## src/rtl/qtp_pkg.sv

```systemverilog
// Shared constants and types for the quintic trajectory position pipeline.
package qtp_pkg;

	localparam int TIME_FRAC_BITS_DEF = 8;
	localparam int POSITION_WIDTH_DEF = 16;

	localparam int TIME_W     = 24;
	localparam int TT_W       = 16;
	localparam int U_FRAC     = 16;
	localparam int U_W        = 21;
	localparam int A_W        = 24;
	localparam int B_W        = 27;
	localparam int C_W        = 31;
	localparam int D_W        = 35;
	localparam int E_W        = 39;
	localparam int CFG_IDX_W  = 2;

	localparam logic [U_W-1:0] U_CLAMP  = U_W'(16 << U_FRAC);
	localparam logic [A_W-1:0] A_OFFSET = A_W'(15 << U_FRAC);
	localparam logic [B_W-1:0] B_OFFSET = B_W'(10 << U_FRAC);

	typedef enum logic [CFG_IDX_W-1:0] {
		REG_TOTAL_TIME      = 2'd0,
		REG_START_POSITION  = 2'd1,
		REG_TARGET_POSITION = 2'd2
	} cfg_reg_t;

endpackage

```

## src/rtl/qtp_div.sv

```systemverilog
// Pipelined restoring divider: normalized time u = sample_time / total_time, clamped to 16.0.
module qtp_div #(
	parameter int TIME_FRAC_BITS = qtp_pkg::TIME_FRAC_BITS_DEF
) (
	input  logic                        clk,
	input  logic                        arst_n,
	input  logic                        en,
	input  logic                        in_valid,
	input  logic [qtp_pkg::TIME_W-1:0]  sample_time,
	input  logic [qtp_pkg::TT_W-1:0]    total_time,
	output logic                        out_valid,
	output logic [qtp_pkg::U_W-1:0]     u
);
	import qtp_pkg::*;

	localparam int SHIFT = U_FRAC - TIME_FRAC_BITS;
	localparam int DIV_W = TIME_W + SHIFT;

	logic [DIV_W-1:0] dividend;
	logic [DIV_W-1:0] upper;

	logic             v_s     [0:U_W];
	logic             clamp_s [0:U_W];
	logic [TT_W-1:0]  rem_s   [0:U_W];
	logic [U_W-1:0]   qx_s    [0:U_W];

	logic             valid_s22;
	logic [U_W-1:0]   u_s22;
	logic [U_W-1:0]   quot;
	logic             over;

	assign dividend = DIV_W'(sample_time) << SHIFT;
	assign upper    = dividend >> U_W;

	always_ff @(posedge clk or negedge arst_n) begin
		if (!arst_n) begin
			v_s[0] <= 1'b0;
		end else if (en) begin
			v_s[0] <= in_valid;
		end
	end

	always_ff @(posedge clk) begin
		if (en) begin
			rem_s[0]   <= upper[TT_W-1:0];
			qx_s[0]    <= dividend[U_W-1:0];
			clamp_s[0] <= upper >= DIV_W'(total_time);
		end
	end

	for (genvar i = 0; i < U_W; i++) begin : g_step
		logic [TT_W:0]   shifted;
		logic [TT_W+1:0] trial;
		logic            qbit;

		assign shifted = {rem_s[i], qx_s[i][U_W-1]};
		assign trial   = {1'b0, shifted} - {2'b00, total_time};
		assign qbit    = ~trial[TT_W+1];

		always_ff @(posedge clk or negedge arst_n) begin
			if (!arst_n) begin
				v_s[i+1] <= 1'b0;
			end else if (en) begin
				v_s[i+1] <= v_s[i];
			end
		end

		always_ff @(posedge clk) begin
			if (en) begin
				rem_s[i+1]   <= qbit ? trial[TT_W-1:0] : shifted[TT_W-1:0];
				qx_s[i+1]    <= {qx_s[i][U_W-2:0], qbit};
				clamp_s[i+1] <= clamp_s[i];
			end
		end
	end

	assign quot = qx_s[U_W];
	assign over = clamp_s[U_W] || (quot > U_CLAMP);

	always_ff @(posedge clk or negedge arst_n) begin
		if (!arst_n) begin
			valid_s22 <= 1'b0;
		end else if (en) begin
			valid_s22 <= v_s[U_W];
		end
	end

	always_ff @(posedge clk) begin
		if (en) begin
			u_s22 <= over ? U_CLAMP : quot;
		end
	end

	assign out_valid = valid_s22;
	assign u         = u_s22;

endmodule

```

## config.mk

```make
export PLATFORM = sky130hd
export DESIGN_NAME = qtp_div
export DESIGN_NICKNAME = d
export VERILOG_FILES = /design/src/rtl/qtp_pkg.sv /design/src/rtl/qtp_div.sv
export SDC_FILE = /design/constraint.sdc
export NUM_CORES = 1
export LEC_CHECK = 0
export ABC_AREA = 1
export BUFFER_PORTS_ARGS = -buffer_cell sky130_fd_sc_hd__buf_2
export CELL_PAD_IN_SITES_DETAIL_PLACEMENT = 1
export CELL_PAD_IN_SITES_GLOBAL_PLACEMENT = 2
export CORE_UTILIZATION = 36
export CTS_CLUSTER_DIAMETER = 200
export CTS_CLUSTER_SIZE = 30
export DETAILED_ROUTE_END_ITERATION = 6
export PLACE_DENSITY = 0.88
export SYNTH_ARGS = -nofsm -noshare
export SYNTH_HDL_FRONTEND = slang
export SYNTH_SLANG_ARGS = --single-unit
```

## constraint.sdc

```tcl
create_clock -name clk -period 1.9 [get_ports clk]
set_input_delay 0.095 -clock clk [delete_from_list [all_inputs] [get_ports clk]]
set_output_delay 0.095 -clock clk [all_outputs]
set_load 0.1 [all_outputs]
```

==> impl_metrics.ini <==
[status]
status = complete, but fails checks
violations = setup timing

[cts]
cts_buffer_depth = 3
insertion_delay_ps = 730
root_buffer = clkbuf_16
cts_buffers = 27
cts.htree.levels = 1
clk_pin_slew_ps = 150
numClockSinks = 719
cts_tree = built

[final_layout]
post-route-util_pct = 57.9
fillers = 13800
syn2layout_area_growth_pct = 58.9
drive_above_1_share_pct = 49.3
nets = 7563
instances_no_fill = 8829
post-route-cell-area_um2 = 73000

[worst_setup_path]
arrival_ps = 2900
worst_setup_path_start_kind = register
criticalPathCategory = register to register
cp-end-kind = register
crit_fanout = 3
required_ps = 2390

[placement]
place_inst = 8152
place_area_um2 = 55300
gp_congestion = 0.866
port_buffers = 65
place_ws_ps = -317
place.detailed.hpwl_um = 113000

[routing]
dr.pass1.iters = 6
route.vias.total = 50600
vias_per_cell = 5.73
wl_per_cell_um = 27.2
ant_nets = 0
drt-total-wl_um = 241000
drc = 0
drtIter0Drc = 4035

[floorplan]
die_y_um = 359
num_rows = 130
die_w_um = 359
ios = 66
die_area_um2 = 129000
core_um2 = 126000
start_util_pct = 36.4

[yosys]
synthFlopType = edfxtp_1
synth.area.top_cells = edfxtp_1 46%, nand2_1 17%, ha_1 9.1%
synth_edf_count = 696
postSynthAreaPerCell_um2 = 8.22
yosysSeqAreaShare_pct = 46.8
synth_top_area_share_pct = 45.5
netlist_area_um2 = 45900
yosysTopAreaCell = edfxtp_1
synthTopCellsByCount = 2092 x nand2_1, 795 x inv_1, 696 x edfxtp_1, 504 x nand3_1, 342 x nor2_1
yosysWarnings = 0
ys_types = 38
synthCells = 5590
synth_seq_cells = 719
ys_async_sr_fraction_pct = 3.20
synthMostInstantiatedCell = nand2_1

[timing]
tightest_slew_ps = 1040
rsz0062_at_grt = yes
setup_tns_ps = -68930
fmax_mhz = 415
timing.hold.ws_ps = 14.2
max_slew_margin_pct = 30.6
fin_crit_ps = 2410
finalCritPeriodShare_pct = 127
setup_ws_ps = -510
fin_skew_ps = 41.7
finalHoldViolCount = 0
setup_violations = 336
maxSlewViolCount = 0

[power_and_ir_drop]
power.internal_mw = 63.4
ir_drop_mv = 0.961
switching_share_pct = 48.4
comb_power_share_pct = 70.6
power.share.clock_pct = 6.8
seq_power_share_pct = 22.6
fin_total_pwr_mw = 123
power_density_nw_per_um2 = 1690
p_switching_mw = 59.6
p_leak_nw = 33.6

[job]
drv_cap = 0

[global_route]
grt_pass1_vias = 49200
grt_max_degree = 89
grt_pass1_wl_um = 274000
grtUsageTotal_pct = 26.7
antenna_found_initial = 4
grt.overflow.total = 0

[min_path]
hold_path_class = input port to register
[layout by cell type (no fill, tap or decap), drive strengths merged]
| cell type | synthesis | final |
|---|---|---|
| o211ai | 3 | 3 |
| clkinvlp | 0 | 1 |
| buf | 54 | 1531 |
| nor3 | 42 | 42 |
| nand4 | 64 | 64 |
| fa | 20 | 20 |
| o21bai | 2 | 2 |
| diode | 0 | 2 |
| mux2 | 1 | 1 |
| bufbuf | 0 | 1 |
| dfrtp | 23 | 23 |
| xor2 | 105 | 105 |
| and2 | 18 | 18 |
| dlygate4sd3 | 0 | 28 |
| clkbuf | 7 | 49 |
| o21a | 1 | 1 |
| a21o | 2 | 2 |
| edfxtp | 696 | 696 |
| nand2 | 2147 | 2176 |
| conb | 1 | 2 |
| nor4 | 1 | 1 |
| xnor2 | 15 | 15 |
| a31oi | 1 | 1 |
| clkinv | 0 | 5 |
| or2 | 23 | 23 |
| o21ai | 48 | 48 |
| nor2 | 363 | 363 |
| inv | 803 | 805 |
| nand3b | 61 | 61 |
| nand3 | 518 | 519 |
| a21oi | 236 | 236 |
| ha | 335 | 335 |
[power by group through the flow]
stage	clock network, mW	registers, mW	logic (mW)
2_1_floorplan	0	25.1	27.9
3_3_place_gp	0	26.5	45.3
3_5_place_dp	0	26.6	47.4
4_1_cts	8.05	26.9	62.1
5_1_grt	8.71	27.8	90.5
6_report	8.36	27.7	86.9
[worst max-delay path, cell delays in order, from the launching register on]
cell and delay (ps):
edfxtp_1 720, ha_4 310, nand2_2 70, nand2_2 70, buf_4 140, buf_4 130
nand2_1 110, nand2_1 100, a21oi_2 200, nand3_1 150, nand3_2 110, nand2_2 60
[path summary, 6_finish.rpt]
path | end | slack (ps) | depth (start not counted) | from
worst min register to register | qx_s[1][18] | 410 | 0 | qx_s[0][164]
worst max register to register | rem_s[1][31] | -510 | 11 | rem_s[1][11]
worst min-delay path | rem_s[0][28] | 10 | 4 | total_time[12]
worst max-delay path | rem_s[1][31] | -510 | 11 | rem_s[1][11]
max in group asynchronous | v_s[14] | 620 | 3 | arst_n
min in group asynchronous | v_s[11] | 660 | 3 | arst_n
[final cells by class]
type	instances	area, um2	area share [%]
timing repair buffer	1568	13700	18.7
antenna	2	5.00	0.00686
inverter	803	3160	4.33
clock inverter	1	20.0	0.0274
multi-input combinational	4038	31800	43.5
timing repair inverter	7	105	0.144
tap	1650	2060	2.83
sequential	719	21500	29.4
clock buffer	41	728	0.997
[cell families (layout without fill, tap and decap cells)]
kind of cell               after synthesis  count (layout)  synth area share, %
other                                    1               4              0.00816
adders and majority gates              355             355                 10.0
xor gates and xnor gates               120             120                 2.29
buffers and inverters                  864            2420                 7.64
AOI/OAI and AO/OA                      293             293                 3.26
muxes                                    1               1               0.0245
and+or+nand+nor                       3237            3267                 30.0
DFF                                    719             719                 46.8
[flip-flops by register name, summed over array words and instances, names as in the netlist]
name,count
clamp_s,22
out_valid,1
qx_s,322
rem_s,331
u,21
v_s,22
[layer usage]
metal / share of wire, % / GRT usage [%]
met3: 6.7 / 2.78
met5: 0.014 / 0
met2: 50 / 49.3
met1: 35 / 31.6
met4: 9.0 / 10.5
[what timing repair did]
action	4_1_cts	5_1_grt
pin swaps	389	660
endpoints found under the setup margin	331	339
cloned	46	19
hold endpoints to repair	124	0
hold buffers	29	0
gates resized for setup	1232	1331
setup buffers	325	242
Power figures use the tool's default switching activity.
