[config.mk]
export PLATFORM = sky130hd
export DESIGN_NAME = qtp_scale
export DESIGN_NICKNAME = d
export VERILOG_FILES = /design/src/rtl/qtp_pkg.sv /design/src/rtl/qtp_scale.sv
export SDC_FILE = /design/constraint.sdc
export NUM_CORES = 2
export LEC_CHECK = 0
export ABC_AREA = 1
export BUFFER_PORTS_ARGS = -buffer_cell sky130_fd_sc_hd__buf_2
export CORE_MARGIN = 5
export CORE_UTILIZATION = 40
export DETAILED_ROUTE_END_ITERATION = 10
export PLACE_DENSITY = 0.57
export SYNTH_ARGS = -nofsm -noshare
export SYNTH_HDL_FRONTEND = slang
export SYNTH_SLANG_ARGS = --single-unit
[constraint.sdc]
create_clock -name clk -period 4.15 [get_ports clk]
set_input_delay 0.83 -clock clk [delete_from_list [all_inputs] [get_ports clk]]
set_output_delay 0.83 -clock clk [all_outputs]
set_load 0.05 [all_outputs]
[src/rtl/qtp_pkg.sv]
// Shared constants and types for the quintic trajectory position pipeline.
package qtp_pkg;

	localparam int TIME_FRAC_BITS_DEF = 8;
	localparam int POSITION_WIDTH_DEF = 16;

	localparam int TIME_W     = 24;
	localparam int TT_W       = 16;
	localparam int U_FRAC     = 16;
	localparam int U_W        = 21;
	localparam int A_W        = 24;
	localparam int B_W        = 27;
	localparam int C_W        = 31;
	localparam int D_W        = 35;
	localparam int E_W        = 39;
	localparam int CFG_IDX_W  = 2;

	localparam logic [U_W-1:0] U_CLAMP  = U_W'(16 << U_FRAC);
	localparam logic [A_W-1:0] A_OFFSET = A_W'(15 << U_FRAC);
	localparam logic [B_W-1:0] B_OFFSET = B_W'(10 << U_FRAC);

	typedef enum logic [CFG_IDX_W-1:0] {
		REG_TOTAL_TIME      = 2'd0,
		REG_START_POSITION  = 2'd1,
		REG_TARGET_POSITION = 2'd2
	} cfg_reg_t;

endpackage

[src/rtl/qtp_scale.sv]
// Scale the blend by the move distance, add the start, round and saturate.
module qtp_scale #(
	parameter int POSITION_WIDTH = qtp_pkg::POSITION_WIDTH_DEF
) (
	input  logic                             clk,
	input  logic                             arst_n,
	input  logic                             en,
	input  logic                             in_valid,
	input  logic [qtp_pkg::E_W-1:0]          e,
	input  logic signed [POSITION_WIDTH:0]   delta,
	input  logic signed [POSITION_WIDTH-1:0] start,
	output logic                             out_valid,
	output logic signed [POSITION_WIDTH-1:0] position,
	output logic                             saturated
);
	import qtp_pkg::*;

	localparam int EC_W  = (POSITION_WIDTH + U_FRAC < E_W) ? POSITION_WIDTH + U_FRAC : E_W;
	localparam int EH_W  = EC_W - U_FRAC;
	localparam int PH_W  = POSITION_WIDTH + EH_W + 2;
	localparam int PL_W  = POSITION_WIDTH + U_FRAC + 2;
	localparam int SUM_W = 2 * POSITION_WIDTH + 3;

	localparam logic signed [PL_W:0]    RND     = (PL_W + 1)'(1 << (U_FRAC - 1));
	localparam logic signed [SUM_W-1:0] POS_MAX = (SUM_W'(1) << (POSITION_WIDTH - 1)) - SUM_W'(1);
	localparam logic signed [SUM_W-1:0] POS_MIN = -(SUM_W'(1) << (POSITION_WIDTH - 1));

	logic                      ebig;
	logic                      v_s1, v_s2, v_s3;
	logic                      big_s1, big_s2;
	logic signed [PH_W-1:0]    ph_s1;
	logic signed [PL_W-1:0]    pl_s1;
	logic signed [PL_W:0]      pl_rnd;
	logic signed [SUM_W-1:0]   y_s2;
	logic signed [SUM_W-1:0]   sum;
	logic signed [POSITION_WIDTH-1:0] pos_s3;
	logic                      sat_s3;

	assign ebig   = (e >> EC_W) != '0;
	assign pl_rnd = {pl_s1[PL_W-1], pl_s1} + RND;
	assign sum    = SUM_W'(start) + y_s2;

	always_ff @(posedge clk or negedge arst_n) begin
		if (!arst_n) begin
			v_s1 <= 1'b0;
			v_s2 <= 1'b0;
			v_s3 <= 1'b0;
		end else if (en) begin
			v_s1 <= in_valid;
			v_s2 <= v_s1;
			v_s3 <= v_s2;
		end
	end

	always_ff @(posedge clk) begin
		if (en) begin
			ph_s1  <= delta * $signed({1'b0, e[EC_W-1:U_FRAC]});
			pl_s1  <= delta * $signed({1'b0, e[U_FRAC-1:0]});
			big_s1 <= ebig;
			y_s2   <= SUM_W'(ph_s1) + SUM_W'(pl_rnd >>> U_FRAC);
			big_s2 <= big_s1;
			if (big_s2 && (delta != '0)) begin
				pos_s3 <= delta[POSITION_WIDTH] ? POS_MIN[POSITION_WIDTH-1:0]
				                                : POS_MAX[POSITION_WIDTH-1:0];
				sat_s3 <= 1'b1;
			end else if (sum > POS_MAX) begin
				pos_s3 <= POS_MAX[POSITION_WIDTH-1:0];
				sat_s3 <= 1'b1;
			end else if (sum < POS_MIN) begin
				pos_s3 <= POS_MIN[POSITION_WIDTH-1:0];
				sat_s3 <= 1'b1;
			end else begin
				pos_s3 <= sum[POSITION_WIDTH-1:0];
				sat_s3 <= 1'b0;
			end
		end
	end

	assign out_valid = v_s3;
	assign position  = pos_s3;
	assign saturated = sat_s3;

endmodule

==> metrics <==
std cell rows=100; top cell family by delay on the critical path=adder cells; Die Area=80340 um2; Final GP Congestion=0.8973; starting density of the core=40.24%; Setup crit end kind=flop; CP max-delay cell=fa_1; sequential element share of the synthesized area=10.99%; Max clock buf depth=2; port bufs=93; WL/cell=15.43 um; Via density=4.706; worst relative slew slack=52.92%; gr ovfl total=0; register bit count reported by yosys=110; worst r2r src=pl_s1[16]$_DFFE_PP_; CTS clk-pin slew, worst paths=0.08 ns; Final Hold Slack=0.2354 ns; number of flops mapped to enable cells by yosys=107; Top cell by count, worst path=fa_1; vias in the first global route=26446; CP peak stage delay=0.58 ns; nets=5181; critical-path cell list=buf_12 -> buf_12 -> buf_12 -> buf_6 -> nand2_2 -> fa_1 -> inv_2 -> fa_1 -> inv_2 -> fa_1 -> fa_1 -> fa_1 -> fa_1 -> inv_2 -> ha_4 -> inv_4 -> buf_6 -> nor3_4 -> nand4_1 -> nor2_1 -> a211oi_2 -> o31ai_2 -> xor2_1; Final WS setup=-1.600 ns; r2r setup slk=0.24 ns; initial antenna violation count=0; Area Growth Syn to Fin=29.17%; share of the synthesized area in the top cell type=37.35%; H-tree depth=3; terminus of the critical flop-to-flop path=y_s2[33]$_DFFE_PP_; post-synth top area cell=fa_1; crit path from=delta[16]; CP required=4.27 ns; Final Hold Fails=0; Netlist cell types=54; violated checks=negative setup slack; Max Fclk=0.1739 GHz; post-synthesis async set-or-reset flop share=2.727%; Clock Skew=0.01880 ns; wirelength, routed=81430 um; Worst Max-Slew Pin Slew=0.7063 ns; Hold WC Path Type=in -> async; Worst Path Arrival=5.87 ns; dpl cell area=35240 um2; detailed placer's ending HPWL=67250 um; height of the die=283.5 um; count leader, synth=inv_1; top post-synthesis cells by area=fa_1, inv_1, nand2_1; mean post-synth cell area=7.803 um2; largest net degree at the start of global routing=53; Root Driver=clkbuf_16; DRC viols=0; Crit Path Category=in -> reg; status=finished, violations left; CTS sink cnt=110; Design Area, Final=38630 um2; Yosys Warn Count=0; WP buf/inv=9; Final Util=51.98%; Ports=94; Final ANT Viol Nets=0; Max Cap Viol=0; Syn Inst Count=3833; Pre-Repair DR Iteration Count=5; DRT iter0 DRCs=1346; core area=74320 um2; setup violators final=46; dominant synthesized flop cell=edfxtp_1; Crit Path Max Fanout=8; fill count=7065; Mapped Area=29910 um2; Synth Net Count=4708; diode count=0; crit share post-route=138.5%; global-route wire length before repair=136000 um; DR vias=24841; critical path depth=23; layout cells sized above 1=25.13%; Clock Latency Late Sink=0.38 ns; die width=283.5 um; Commonest cells post-synth=inv_1, nand2_1, fa_1; CTS Buf Count=9; RSZ-0062 raised after global routing=true; CTS tree=built; fin crit period=5.750 ns; R2R cell count=26; Critical Path Start Type=input port; total global-route track usage=20.65%; Final Max Slew Viols=0; crit path to=ph_s1[32]$_DFFE_PP_
[flip-flops by register name (all words and copies together) (netlist names)]
signal / flops
saturated: 1
position: 16
v_s2: 1
big_s2: 1
pl_s1: 19
v_s1: 1
ph_s1: 34
out_valid: 1
big_s1: 1
y_s2: 35
[metrics by stage]
step | std cells | setup TNS, ns | setup WS, ns
after global placement | 5157 | -86.22 | -2.216
after global routing | 5279 | -66.31 | -1.862
after floorplan | 3833 | -59.95 | -1.752
final | 5279 | -59.15 | -1.600
after CTS | 5255 | -56.64 | -1.594
after detailed placement | 5157 | -88.03 | -2.272
[logic make-up (layout without fill, tap and decap cells)]
kind of cell | Yosys count | after routing | synth area share [%]
compound gates | 255 | 255 | 4.827
buf+inv | 1253 | 1730 | 15.80
mux | 2 | 2 | 0.07529
simple gates | 1292 | 1292 | 17.30
xor+xnor | 122 | 122 | 3.572
fa+ha+maj | 799 | 799 | 47.43
flops | 110 | 110 | 10.99
[layer usage]
| metal | routed length (um) | global-route usage [%] | vias up |
|---|---|---|---|
| li1 | - | - | 12050 |
| met1 | 37620 | 29.22 | 12131 |
| met2 | 38330 | 35.26 | 571 |
| met3 | 3587 | 1.711 | 89 |
| met4 | 1887 | 3.861 | 0 |
| met5 | 0 | 0 | - |
[worst min-delay path by stage]
stage | from | endpoint | slack [ns] | cells after the start
detailed placement | big_s1$_DFFE_PP_ | big_s2$_DFFE_PP_ | 0.41 | 0
floorplan | big_s1$_DFFE_PP_ | big_s2$_DFFE_PP_ | 0.40 | 0
CTS | arst_n | v_s2$_DFFE_PN0P_ | 0.22 | 1
global placement | big_s1$_DFFE_PP_ | big_s2$_DFFE_PP_ | 0.40 | 0
global route | arst_n | v_s2$_DFFE_PN0P_ | 0.22 | 1
finish | arst_n | v_s2$_DFFE_PN0P_ | 0.24 | 1
[layout make-up]
type	instances	area (um2)	area share (%)
multi-input cells	2470	24120	62.44
repair buffers	597	5514	14.27
inverters	1118	4207	10.89
flip-flops and latches	110	3288	8.511
well taps	969	1212	3.138
clock buffers	10	229.0	0.5927
clock inverters	5	60.06	0.1555
[placed cells by master, fill, tap and decap left out, types with 10 or more instances in the layout]
cell       Yosys  final
a21oi_1      134     76
a21oi_2        1     30
a21oi_4        0     29
buf_12         0     44
buf_2          0     51
buf_4          1    396
buf_6          1     81
buf_8          1     16
clkbuf_16      0     11
edfxtp_1     107    107
fa_1         558    530
fa_2           0     28
ha_1         241    182
ha_4           0     55
inv_1       1111   1017
inv_2          7     97
nand2_1     1016    919
nand2_2       12     77
nand2_4        2     34
nand3_1       52     45
nand3b_1      12     12
nand4_1       15     15
nor2_1       132    109
nor2_2         7     20
nor2_4         0     10
nor3_1        18     11
o21ai_0       57     28
o21ai_1        5     15
o21ai_2        1     14
xnor2_1       43     34
xor2_1        79     70
[what timing repair did]
item,in CTS,in global routing
buffers inserted,84,29
pin swaps,231,111
gates cloned,3,2
setup endpoints to repair,47,56
resized for setup,423,168
hold buffers,0,0
Power is left out: the tool's default activity adds up to more than one toggle a clock period on the data nets, which glitch-free logic cannot reach.
