File: src/rtl/qtp_pkg.sv
// Shared constants and types for the quintic trajectory position pipeline.
package qtp_pkg;

	localparam int TIME_FRAC_BITS_DEF = 8;
	localparam int POSITION_WIDTH_DEF = 16;

	localparam int TIME_W     = 24;
	localparam int TT_W       = 16;
	localparam int U_FRAC     = 16;
	localparam int U_W        = 21;
	localparam int A_W        = 24;
	localparam int B_W        = 27;
	localparam int C_W        = 31;
	localparam int D_W        = 35;
	localparam int E_W        = 39;
	localparam int CFG_IDX_W  = 2;

	localparam logic [U_W-1:0] U_CLAMP  = U_W'(16 << U_FRAC);
	localparam logic [A_W-1:0] A_OFFSET = A_W'(15 << U_FRAC);
	localparam logic [B_W-1:0] B_OFFSET = B_W'(10 << U_FRAC);

	typedef enum logic [CFG_IDX_W-1:0] {
		REG_TOTAL_TIME      = 2'd0,
		REG_START_POSITION  = 2'd1,
		REG_TARGET_POSITION = 2'd2
	} cfg_reg_t;

endpackage

File: src/rtl/qtp_obuf.sv
// Output register with a skid entry, so the pipeline runs while a result waits.
module qtp_obuf #(
	parameter int W = qtp_pkg::POSITION_WIDTH_DEF + 1
) (
	input  logic         clk,
	input  logic         arst_n,
	input  logic         in_valid,
	input  logic [W-1:0] in_data,
	output logic         in_ready,
	output logic         out_valid,
	input  logic         out_ready,
	output logic [W-1:0] out_data
);
	logic         main_v_q, skid_v_q;
	logic [W-1:0] main_q, skid_q;
	logic         take;

	assign in_ready = !skid_v_q;
	assign take     = !main_v_q || out_ready;

	always_ff @(posedge clk or negedge arst_n) begin
		if (!arst_n) begin
			main_v_q <= 1'b0;
			skid_v_q <= 1'b0;
		end else if (take) begin
			main_v_q <= skid_v_q || in_valid;
			skid_v_q <= 1'b0;
		end else if (in_valid && !skid_v_q) begin
			skid_v_q <= 1'b1;
		end
	end

	always_ff @(posedge clk) begin
		if (take) begin
			main_q <= skid_v_q ? skid_q : in_data;
		end else if (in_valid && !skid_v_q) begin
			skid_q <= in_data;
		end
	end

	assign out_valid = main_v_q;
	assign out_data  = main_q;

endmodule

File: config.mk
export PLATFORM = sky130hd
export DESIGN_NAME = qtp_obuf
export DESIGN_NICKNAME = d
export VERILOG_FILES = /design/src/rtl/qtp_pkg.sv /design/src/rtl/qtp_obuf.sv
export SDC_FILE = /design/constraint.sdc
export NUM_CORES = 1
export LEC_CHECK = 0
export BUFFER_PORTS_ARGS = -buffer_cell sky130_fd_sc_hd__buf_2
export CORE_ASPECT_RATIO = 0.75
export CORE_MARGIN = 2
export CORE_UTILIZATION = 45
export CTS_CLUSTER_SIZE = 8
export DETAILED_ROUTE_END_ITERATION = 7
export PLACE_DENSITY = 0.77
export SETUP_SLACK_MARGIN = 0.05
export SLEW_MARGIN = 20
export SYNTH_ARGS = -nofsm -noshare
export SYNTH_HDL_FRONTEND = slang
export SYNTH_SLANG_ARGS = --single-unit
File: constraint.sdc
create_clock -name clk -period 3.6 [get_ports clk]
set_input_delay 0.36 -clock clk [delete_from_list [all_inputs] [get_ports clk]]
set_output_delay 0.36 -clock clk [all_outputs]
set_load 0.1 [all_outputs]
==> impl_results.html, run 1 <==
<table>
<tr><th>Metric</th><th>Value</th></tr>
<tr><th colspan="2">Route</th></tr>
<tr><td>Detailed-routing iteration count for the pre-antenna-repair pass</td><td>4</td></tr>
<tr><td>Met2 layer wire length in the routed design</td><td>1040 um</td></tr>
<tr><td>Routed wire length per instance</td><td>14.0 um</td></tr>
<tr><td>Drt drc</td><td>0</td></tr>
<tr><td>Average vias per placed instance</td><td>about 4.6</td></tr>
<tr><td>Initial DRC count</td><td>29</td></tr>
<tr><td>Top layer reached by signal wires</td><td>met4</td></tr>
<tr><td>Number of vias in the routed layout</td><td>around 680</td></tr>
<tr><td>Number of antenna-violating nets in the routed design</td><td>0</td></tr>
<tr><td>WL met3</td><td>149 um</td></tr>
<tr><td>Total routed wirelength</td><td>just over 2000 um</td></tr>
<tr><td>Post-Route M1 WL</td><td>828 um</td></tr>
<tr><th colspan="2">Cells and area</th></tr>
<tr><td>Final-stage net count</td><td>~130</td></tr>
<tr><td>Share of final-layout standard cells stronger than drive strength 1</td><td>between 60% and 70%</td></tr>
<tr><td>Antenna Cells</td><td>0</td></tr>
<tr><td>Synth-to-Final Area Change</td><td>25.4%</td></tr>
<tr><td>Commonest non-fill, non-tap cell in the layout</td><td>buf_2</td></tr>
<tr><td>Leading cell types in the layout, fill and taps excluded</td><td>39 x buf_2, 34 x edfxtp_1, 17 x mux2_4</td></tr>
<tr><td>Post-Layout Inst Area</td><td>between 1500 and 2000 um^2</td></tr>
<tr><th colspan="2">Timing</th></tr>
<tr><td>Unrepaired setup endpoints after global routing</td><td>false</td></tr>
<tr><td>Worst Skew</td><td>between 0.006 and 0.007 ns</td></tr>
<tr><td>Final critical path time including I/O delays and setup</td><td>around 2.2 ns</td></tr>
<tr><td>Maximum achievable frequency</td><td>around 460 MHz</td></tr>
<tr><td>Pins Over Slew Limit</td><td>0</td></tr>
<tr><td>Normalized max-slew margin</td><td>27.2%</td></tr>
<tr><td>Accumulated negative setup slack</td><td>0 ns</td></tr>
<tr><td>Number of endpoints with negative hold slack in the final report</td><td>0</td></tr>
<tr><td>Period Utilization, post-route</td><td>approximately three fifths</td></tr>
<tr><td>Setup violation total in the final timing report</td><td>0</td></tr>
<tr><td>Slew at the pin with the worst max-slew slack</td><td>1.09 ns</td></tr>
<tr><td>Post-route worst setup slack</td><td>~1.4 ns</td></tr>
<tr><td>Hold WS</td><td>between 0.2 and 0.3 ns</td></tr>
<tr><th colspan="2">Global route</th></tr>
<tr><td>Maximum number of pins on one net before global-route repair</td><td>21</td></tr>
<tr><td>Number of antenna violations at the first check in global routing</td><td>0</td></tr>
<tr><td>Overall routing resource usage</td><td>between 10% and 20%</td></tr>
<tr><td>Vias in the first global route</td><td>607</td></tr>
<tr><td>Grt total ovfl</td><td>0</td></tr>
<tr><td>First-pass GRT wire length</td><td>about 3000 um</td></tr>
<tr><th colspan="2">Logic synthesis</th></tr>
<tr><td>Synth Area in Simple Gates</td><td>about 1.8%</td></tr>
<tr><td>Post-Syn Instances</td><td>61</td></tr>
<tr><td>Cell type with the highest aggregate area in the netlist</td><td>edfxtp_1</td></tr>
<tr><td>Average footprint of a synthesized cell</td><td>22.6 um^2</td></tr>
<tr><td>Sequential cell area fraction in the yosys report</td><td>between 70% and 80%</td></tr>
<tr><td>Mux contribution to synthesized area</td><td>a little under a fifth</td></tr>
<tr><td>Dominant combinational cell family by area after synthesis</td><td>multiplexers</td></tr>
<tr><td>Top post-synthesis cells by area</td><td>edfxtp_1 74%, mux2_4 19%, dfrtp_1 3.6%, buf_6 1.6%, nor2_1 0.54%</td></tr>
<tr><td>Compound-gate portion of the synthesized area</td><td>0%</td></tr>
<tr><td>Portion of synthesized cell area occupied by the leading cell type</td><td>between 70% and 80%</td></tr>
<tr><td>Synth Warn #</td><td>0</td></tr>
<tr><td>Adder-Cell Fraction of Synth Area</td><td>0%</td></tr>
<tr><td>Cell variety after synth</td><td>9</td></tr>
<tr><td>FF+latch count, synth</td><td>36</td></tr>
<tr><td>Mapped Nets</td><td>82</td></tr>
<tr><td>Area share of xor/xnor cells in the synthesized design</td><td>0%</td></tr>
<tr><td>Summed instance area of the synthesized netlist</td><td>about 1400 um^2</td></tr>
<tr><th colspan="2">Critical path</th></tr>
<tr><td>Kind of capture point of the worst setup path</td><td>primary output</td></tr>
<tr><td>Crit path kind</td><td>register to primary output</td></tr>
<tr><td>Endpoint arrival time on the critical path</td><td>around 1.8 ns</td></tr>
<tr><td>Maximum fanout along the worst path</td><td>20</td></tr>
<tr><td>Depth of the worst register-to-register path</td><td>2</td></tr>
<tr><td>CP required</td><td>3.24 ns</td></tr>
<tr><td>Kind of start point of the critical path</td><td>register</td></tr>
<tr><th colspan="2">Clock network</th></tr>
<tr><td>CTS root buf</td><td>clkbuf_8</td></tr>
<tr><td>TritonCTS clock tree</td><td>done</td></tr>
<tr><td>Number of sinks on the clock net</td><td>36</td></tr>
<tr><td>Cts hold-fix bufs</td><td>1</td></tr>
<tr><td>CTS H-Tree Depth</td><td>2</td></tr>
<tr><td>Number of instances resized during post-cts repair</td><td>0</td></tr>
<tr><td>Clk buf depth</td><td>2</td></tr>
<tr><td>Clock transition at the register clock pins on the worst setup and hold paths after CTS</td><td>0.07 ns</td></tr>
<tr><td>Clock latency reported for the late side of the worst-skew pair</td><td>between 0.2 and 0.3 ns</td></tr>
<tr><td>Total CTS buffers</td><td>5</td></tr>
<tr><td>Post-CTS Setup Bufs</td><td>0</td></tr>
<tr><th colspan="2">Floorplanning</th></tr>
<tr><td>Die Ht</td><td>approximately 52 um</td></tr>
<tr><td>Count of standard-cell rows</td><td>17</td></tr>
<tr><td>Starting density of the core</td><td>46.9%</td></tr>
<tr><td>Die Outline Area</td><td>around 3500 um^2</td></tr>
<tr><td>Placeable core region</td><td>2940 um^2</td></tr>
<tr><td>Width of the die</td><td>between 60 and 70 um</td></tr>
<tr><td>I/O pin cnt</td><td>40</td></tr>
<tr><th colspan="2">Place</th></tr>
<tr><td>Final weighted congestion in routability-driven placement</td><td>~0.66</td></tr>
<tr><td>Post-placement setup slack</td><td>approximately 1.5 ns</td></tr>
<tr><td>Area after detailed placement</td><td>~1600 um^2</td></tr>
<tr><td>Port buffer count</td><td>39</td></tr>
<tr><th colspan="2">Pwr</th></tr>
<tr><td>Worst VDD drop</td><td>281 uV</td></tr>
<tr><td>Power density of the placed cells</td><td>~600 nW/um^2</td></tr>
<tr><td>PnR Total Power</td><td>~0.0010 W</td></tr>
<tr><td>Leakage power total</td><td>just over 0.7 nW</td></tr>
<tr><th colspan="2">Flow run</th></tr>
<tr><td>Number of maximum-capacitance violations</td><td>0</td></tr>
<tr><th colspan="2">Hold path</th></tr>
<tr><td>Worst hold path class</td><td>input pin to register</td></tr>
<tr><td>Number of cells on the worst hold path</td><td>1</td></tr>
<tr><th colspan="2">Status</th></tr>
<tr><td>Status</td><td>finished clean</td></tr>
</table>
==> through the flow <==
step | util (%) | std cells
final | 58.9 | 147
after global routing | 58.9 | 147
after CTS | 58.9 | 147
after detailed placement | 55.1 | 138
after global placement | 55.1 | 138
after floorplan | - | 61
==> power by group <==
part           internal, W  total [W]  switching [W]
Clock             0.000174   0.000305       0.000131
Combinational    0.0000522   0.000227       0.000174
Sequential        0.000493   0.000509      0.0000153
Total             0.000720    0.00104       0.000320
==> synthesized netlist by cell type (all sizes together) <==
| cell type | instances |
|---|---|
| nor2 | 2 |
| nand2 | 1 |
| nand2b | 1 |
| dfrtp | 2 |
| mux2 | 17 |
| buf | 2 |
| nor3b | 1 |
| inv | 1 |
| edfxtp | 34 |
==> metal layers <==
layer / vias up / global-route usage (%)
met5: - / 0
met4: 0 / 7.00
met3: 5 / 7.79
met2: 25 / 22.1
met1: 322 / 14.4
li1: 327 / -
==> worst max-delay path, stage by stage (launching register included) <==
cell and delay (ns):
dfrtp_1 1.07, inv_1 0.11, buf_2 0.34
==> path summary, 6_finish.rpt <==
kind	from	to	slack [ns]
setup / recovery	skid_v_q	in_ready	1.44
max in group asynchronous	arst_n	skid_v_q	3.11
hold / removal	in_data[14]	skid_q[14]	0.26
hold reg to reg	skid_q[15]	out_data[15]	0.54
min in group asynchronous	arst_n	out_valid	0.39
setup reg to reg	skid_v_q	skid_q[8]	1.51
==> sequential cells by signal, indices dropped and copies added, names as in the netlist <==
register   flops
skid_v_q       1
out_valid      1
skid_q        17
out_data      17
==> logic make-up after synthesis <==
kind of cell,Yosys count
flops,36
simple gates,5
mux,17
buf+inv,3
==> final cells by class <==
| cell class | count | area [um^2] |
|---|---|---|
| repair buffers | 42 | 220 |
| multi-input cells | 22 | 285 |
| clock buffers | 8 | 100 |
| fillers | 227 | 1210 |
| well taps | 38 | 47.5 |
| inverters | 1 | 3.75 |
| flip-flops and latches | 36 | 1070 |
(Power assumes the default switching activity.)
==> run 2, diff against run 1 <==
--- a/config.mk
+++ b/config.mk
@@ -5,6 +5,7 @@
 export SDC_FILE = /design/constraint.sdc
 export NUM_CORES = 1
 export LEC_CHECK = 0
+export ABC_AREA = 1
 export BUFFER_PORTS_ARGS = -buffer_cell sky130_fd_sc_hd__buf_2
 export CORE_ASPECT_RATIO = 0.75
 export CORE_MARGIN = 2
==> constraint.sdc (replaced) <==
create_clock -name clk -period 2 [get_ports clk]
set_input_delay 0.2 -clock clk [delete_from_list [all_inputs] [get_ports clk]]
set_output_delay 0.2 -clock clk [all_outputs]
set_load 0.1 [all_outputs]
==> impl_results.html, run 2 <==
<table>
<tr><th>Metric</th><th>Value</th></tr>
<tr><th colspan="2">Status</th></tr>
<tr><td>Status</td><td>finished clean</td></tr>
<tr><th colspan="2">Logic synthesis</th></tr>
<tr><td>Synth Area in Simple Gates</td><td>16.5%</td></tr>
<tr><td>Sequential cell area fraction in the yosys report</td><td>79.9%</td></tr>
<tr><td>Top post-synthesis cells by area</td><td>edfxtp_1 76%, nand2_1 14%, dfrtp_1 3.7%, nand2_2 1.4%, buf_8 1.1%</td></tr>
<tr><td>Compound-gate portion of the synthesized area</td><td>0%</td></tr>
<tr><td>Post-Syn Instances</td><td>slightly below 100</td></tr>
<tr><td>Mux contribution to synthesized area</td><td>0%</td></tr>
<tr><td>Portion of synthesized cell area occupied by the leading cell type</td><td>between 70% and 80%</td></tr>
<tr><td>Average footprint of a synthesized cell</td><td>about 14 um^2</td></tr>
<tr><td>Summed instance area of the synthesized netlist</td><td>between 1000 and 1500 um^2</td></tr>
<tr><td>Dominant combinational cell family by area after synthesis</td><td>simple AND/OR/NAND/NOR gates</td></tr>
<tr><td>Adder-Cell Fraction of Synth Area</td><td>0%</td></tr>
<tr><td>Area share of xor/xnor cells in the synthesized design</td><td>0%</td></tr>
<tr><td>Synth Warn #</td><td>0</td></tr>
<tr><td>Fraction of synthesis flops using an asynchronous set or reset pin</td><td>around 5.6%</td></tr>
<tr><td>Cell variety after synth</td><td>10</td></tr>
<tr><td>Most used flip-flop cell after synthesis</td><td>edfxtp_1</td></tr>
<tr><td>Most used standard cell by instance count after synthesis</td><td>nand2_1</td></tr>
<tr><td>Mapped Nets</td><td>~120</td></tr>
<tr><td>Post-synth top cells</td><td>51 x nand2_1, 34 x edfxtp_1, 3 x nand2_2, 3 x nor2_1, 2 x dfrtp_1</td></tr>
<tr><td>Cell type with the highest aggregate area in the netlist</td><td>edfxtp_1</td></tr>
<tr><td>Number of synthesized flops with an enable pin</td><td>34</td></tr>
<tr><td>FF+latch count, synth</td><td>36</td></tr>
<tr><th colspan="2">Cells and area</th></tr>
<tr><td>Leading cell types in the layout, fill and taps excluded</td><td>50 x nand2_1, 39 x buf_2, 34 x edfxtp_1</td></tr>
<tr><td>Share of the core filled with cells</td><td>roughly three fifths</td></tr>
<tr><td>Share of final-layout standard cells stronger than drive strength 1</td><td>between 30 and 40%</td></tr>
<tr><td>Antenna Cells</td><td>0</td></tr>
<tr><td>Final cell count without fillers</td><td>between 150 and 200</td></tr>
<tr><td>Final-stage net count</td><td>~170</td></tr>
<tr><td>Synth-to-Final Area Change</td><td>26.3%</td></tr>
<tr><td>Commonest non-fill, non-tap cell in the layout</td><td>nand2_1</td></tr>
<tr><th colspan="2">Clock network</th></tr>
<tr><td>CTS H-Tree Depth</td><td>2</td></tr>
<tr><td>Total CTS buffers</td><td>5</td></tr>
<tr><td>Clock transition at the register clock pins on the worst setup and hold paths after CTS</td><td>0.07 ns</td></tr>
<tr><td>Number of sinks on the clock net</td><td>36</td></tr>
<tr><td>CTS root buf</td><td>clkbuf_8</td></tr>
<tr><td>Clock latency reported for the late side of the worst-skew pair</td><td>between 0.2 and 0.3 ns</td></tr>
<tr><td>TritonCTS clock tree</td><td>done</td></tr>
<tr><td>Post-CTS Setup Bufs</td><td>0</td></tr>
<tr><td>Clk buf depth</td><td>2</td></tr>
<tr><th colspan="2">Floorplanning</th></tr>
<tr><td>Starting density of the core</td><td>a little under half</td></tr>
<tr><td>Width of the die</td><td>approximately 67 um</td></tr>
<tr><td>I/O pin cnt</td><td>40</td></tr>
<tr><td>Die Ht</td><td>between 50 and 60 um</td></tr>
<tr><td>Die Outline Area</td><td>3440 um^2</td></tr>
<tr><td>Count of standard-cell rows</td><td>17</td></tr>
<tr><td>Placeable core region</td><td>2890 um^2</td></tr>
<tr><th colspan="2">Global route</th></tr>
<tr><td>Maximum number of pins on one net before global-route repair</td><td>20</td></tr>
<tr><td>Number of antenna violations at the first check in global routing</td><td>0</td></tr>
<tr><td>First-pass GRT wire length</td><td>between 3000 and 4000 um</td></tr>
<tr><td>Vias in the first global route</td><td>just under 800</td></tr>
<tr><td>Overall routing resource usage</td><td>~14%</td></tr>
<tr><td>Grt total ovfl</td><td>0</td></tr>
<tr><th colspan="2">Place</th></tr>
<tr><td>Placed cells</td><td>174</td></tr>
<tr><td>Port buffer count</td><td>39</td></tr>
<tr><td>Post-placement setup slack</td><td>around 0.58 ns</td></tr>
<tr><td>Final weighted congestion in routability-driven placement</td><td>just over 0.7</td></tr>
<tr><td>HPWL reported at the end of detailed placement</td><td>about 1500 um</td></tr>
<tr><th colspan="2">Critical path</th></tr>
<tr><td>Delay of the slowest cell on the worst path</td><td>about 0.44 ns</td></tr>
<tr><td>Crit path kind</td><td>register to primary output</td></tr>
<tr><td>Kind of capture point of the worst setup path</td><td>primary output</td></tr>
<tr><td>CP required</td><td>around 1.8 ns</td></tr>
<tr><td>CP Cell Sequence</td><td>inv_8 -&gt; buf_2</td></tr>
<tr><td>Kind of start point of the critical path</td><td>register</td></tr>
<tr><td>Endpoint arrival time on the critical path</td><td>1.30 ns</td></tr>
<tr><td>Maximum fanout along the worst path</td><td>19</td></tr>
<tr><td>CP max-delay cell</td><td>dfrtp_1</td></tr>
<tr><th colspan="2">Timing</th></tr>
<tr><td>Maximum achievable frequency</td><td>about 670 MHz</td></tr>
<tr><td>Number of endpoints with negative hold slack in the final report</td><td>0</td></tr>
<tr><td>Worst Skew</td><td>around 0.0057 ns</td></tr>
<tr><td>Period Utilization, post-route</td><td>around 75%</td></tr>
<tr><td>Pins Over Slew Limit</td><td>0</td></tr>
<tr><td>Unrepaired setup endpoints after global routing</td><td>false</td></tr>
<tr><td>Accumulated negative setup slack</td><td>0 ns</td></tr>
<tr><td>Normalized max-slew margin</td><td>between 60% and 70%</td></tr>
<tr><td>Setup violation total in the final timing report</td><td>0</td></tr>
<tr><td>Post-route worst setup slack</td><td>~0.5 ns</td></tr>
<tr><td>Slew at the pin with the worst max-slew slack</td><td>0.491 ns</td></tr>
<tr><td>Final critical path time including I/O delays and setup</td><td>1.50 ns</td></tr>
<tr><th colspan="2">Route</th></tr>
<tr><td>Number of antenna-violating nets in the routed design</td><td>0</td></tr>
<tr><td>Number of vias in the routed layout</td><td>between 800 and 900</td></tr>
<tr><td>Detailed-routing iteration count for the pre-antenna-repair pass</td><td>4</td></tr>
<tr><td>Average vias per placed instance</td><td>roughly 4.5</td></tr>
<tr><td>Initial DRC count</td><td>40</td></tr>
<tr><td>Total routed wirelength</td><td>2130 um</td></tr>
<tr><td>Drt drc</td><td>0</td></tr>
<tr><td>Routed wire length per instance</td><td>approximately 12 um</td></tr>
<tr><th colspan="2">Pwr</th></tr>
<tr><td>Worst VDD drop</td><td>484 uV</td></tr>
<tr><td>PnR Total Power</td><td>around 0.0019 W</td></tr>
<tr><td>Leakage power total</td><td>0.746 nW</td></tr>
<tr><td>Power density of the placed cells</td><td>about 1100 nW/um^2</td></tr>
<tr><th colspan="2">Hold path</th></tr>
<tr><td>Worst hold path class</td><td>input pin to register</td></tr>
<tr><th colspan="2">Flow run</th></tr>
<tr><td>Number of maximum-capacitance violations</td><td>0</td></tr>
</table>
run 2: worst max-delay path, delay by kind of cell (launching register included):
family	cells	cell delay [ns]
buf+inv	2	0.58
flops	1	0.44
run 2: cell families (layout without fill, tap and decap cells):
| logic type | after synthesis | after routing |
|---|---|---|
| and+or+nand+nor | 57 | 57 |
| buffers and inverters | 5 | 52 |
| DFF | 36 | 36 |
run 2: area by class of cell:
class                      instances  area, um^2
fill                             249        1200
sequential                        36        1070
multi-input combinational         57         231
timing repair buffer              42         220
inverter                           2        15.0
clock buffer                       6        72.6
tap                               38        47.5
clock inverter                     2        35.0
run 2: report_power, final:
group	internal [W]	leakage, nW	switching [W]
logic	0.0000633	0.340	0.000369
clock network	0.000369	0.0552	0.000232
registers	0.000893	0.351	0.0000142
total	0.00133	0.746	0.000615
run 2: metrics by stage:
stage	hold WS, ns	area [um^2]
floorplan	-0.0956	1350
global placement	-0.0134	1580
detailed placement	-0.00698	1580
CTS	0.107	1690
global route	0.100	1690
finish	0.114	1690
run 2: metal layers:
layer | GRT usage (%) | share of wire (%) | vias up
met2 | 22.3 | 47 | 24
met1 | 16.0 | 44 | 383
li1 | - | - | 419
met4 | 7.14 | 1.7 | 0
met3 | 5.73 | 6.5 | 4
met5 | 0 | 0 | -
run 2: path summary, 6_finish.rpt:
| check | from | to | slack [ns] | cells after the start |
|---|---|---|---|---|
| max | skid_v_q | in_ready | 0.50 | 2 |
| min | in_data[10] | skid_q[10] | 0.11 | 1 |
| max reg2reg | skid_v_q | skid_q[13] | 0.58 | 3 |
| min reg2reg | skid_q[13] | out_data[13] | 0.52 | 2 |
| max in group asynchronous | arst_n | out_valid | 1.65 | 2 |
| min in group asynchronous | arst_n | skid_v_q | 0.24 | 2 |
run 2: timing repair:
action / in CTS / in global routing
resized for setup: 0 / 0
hold endpoints to repair: 2 / 0
hold buffers: 1 / 0
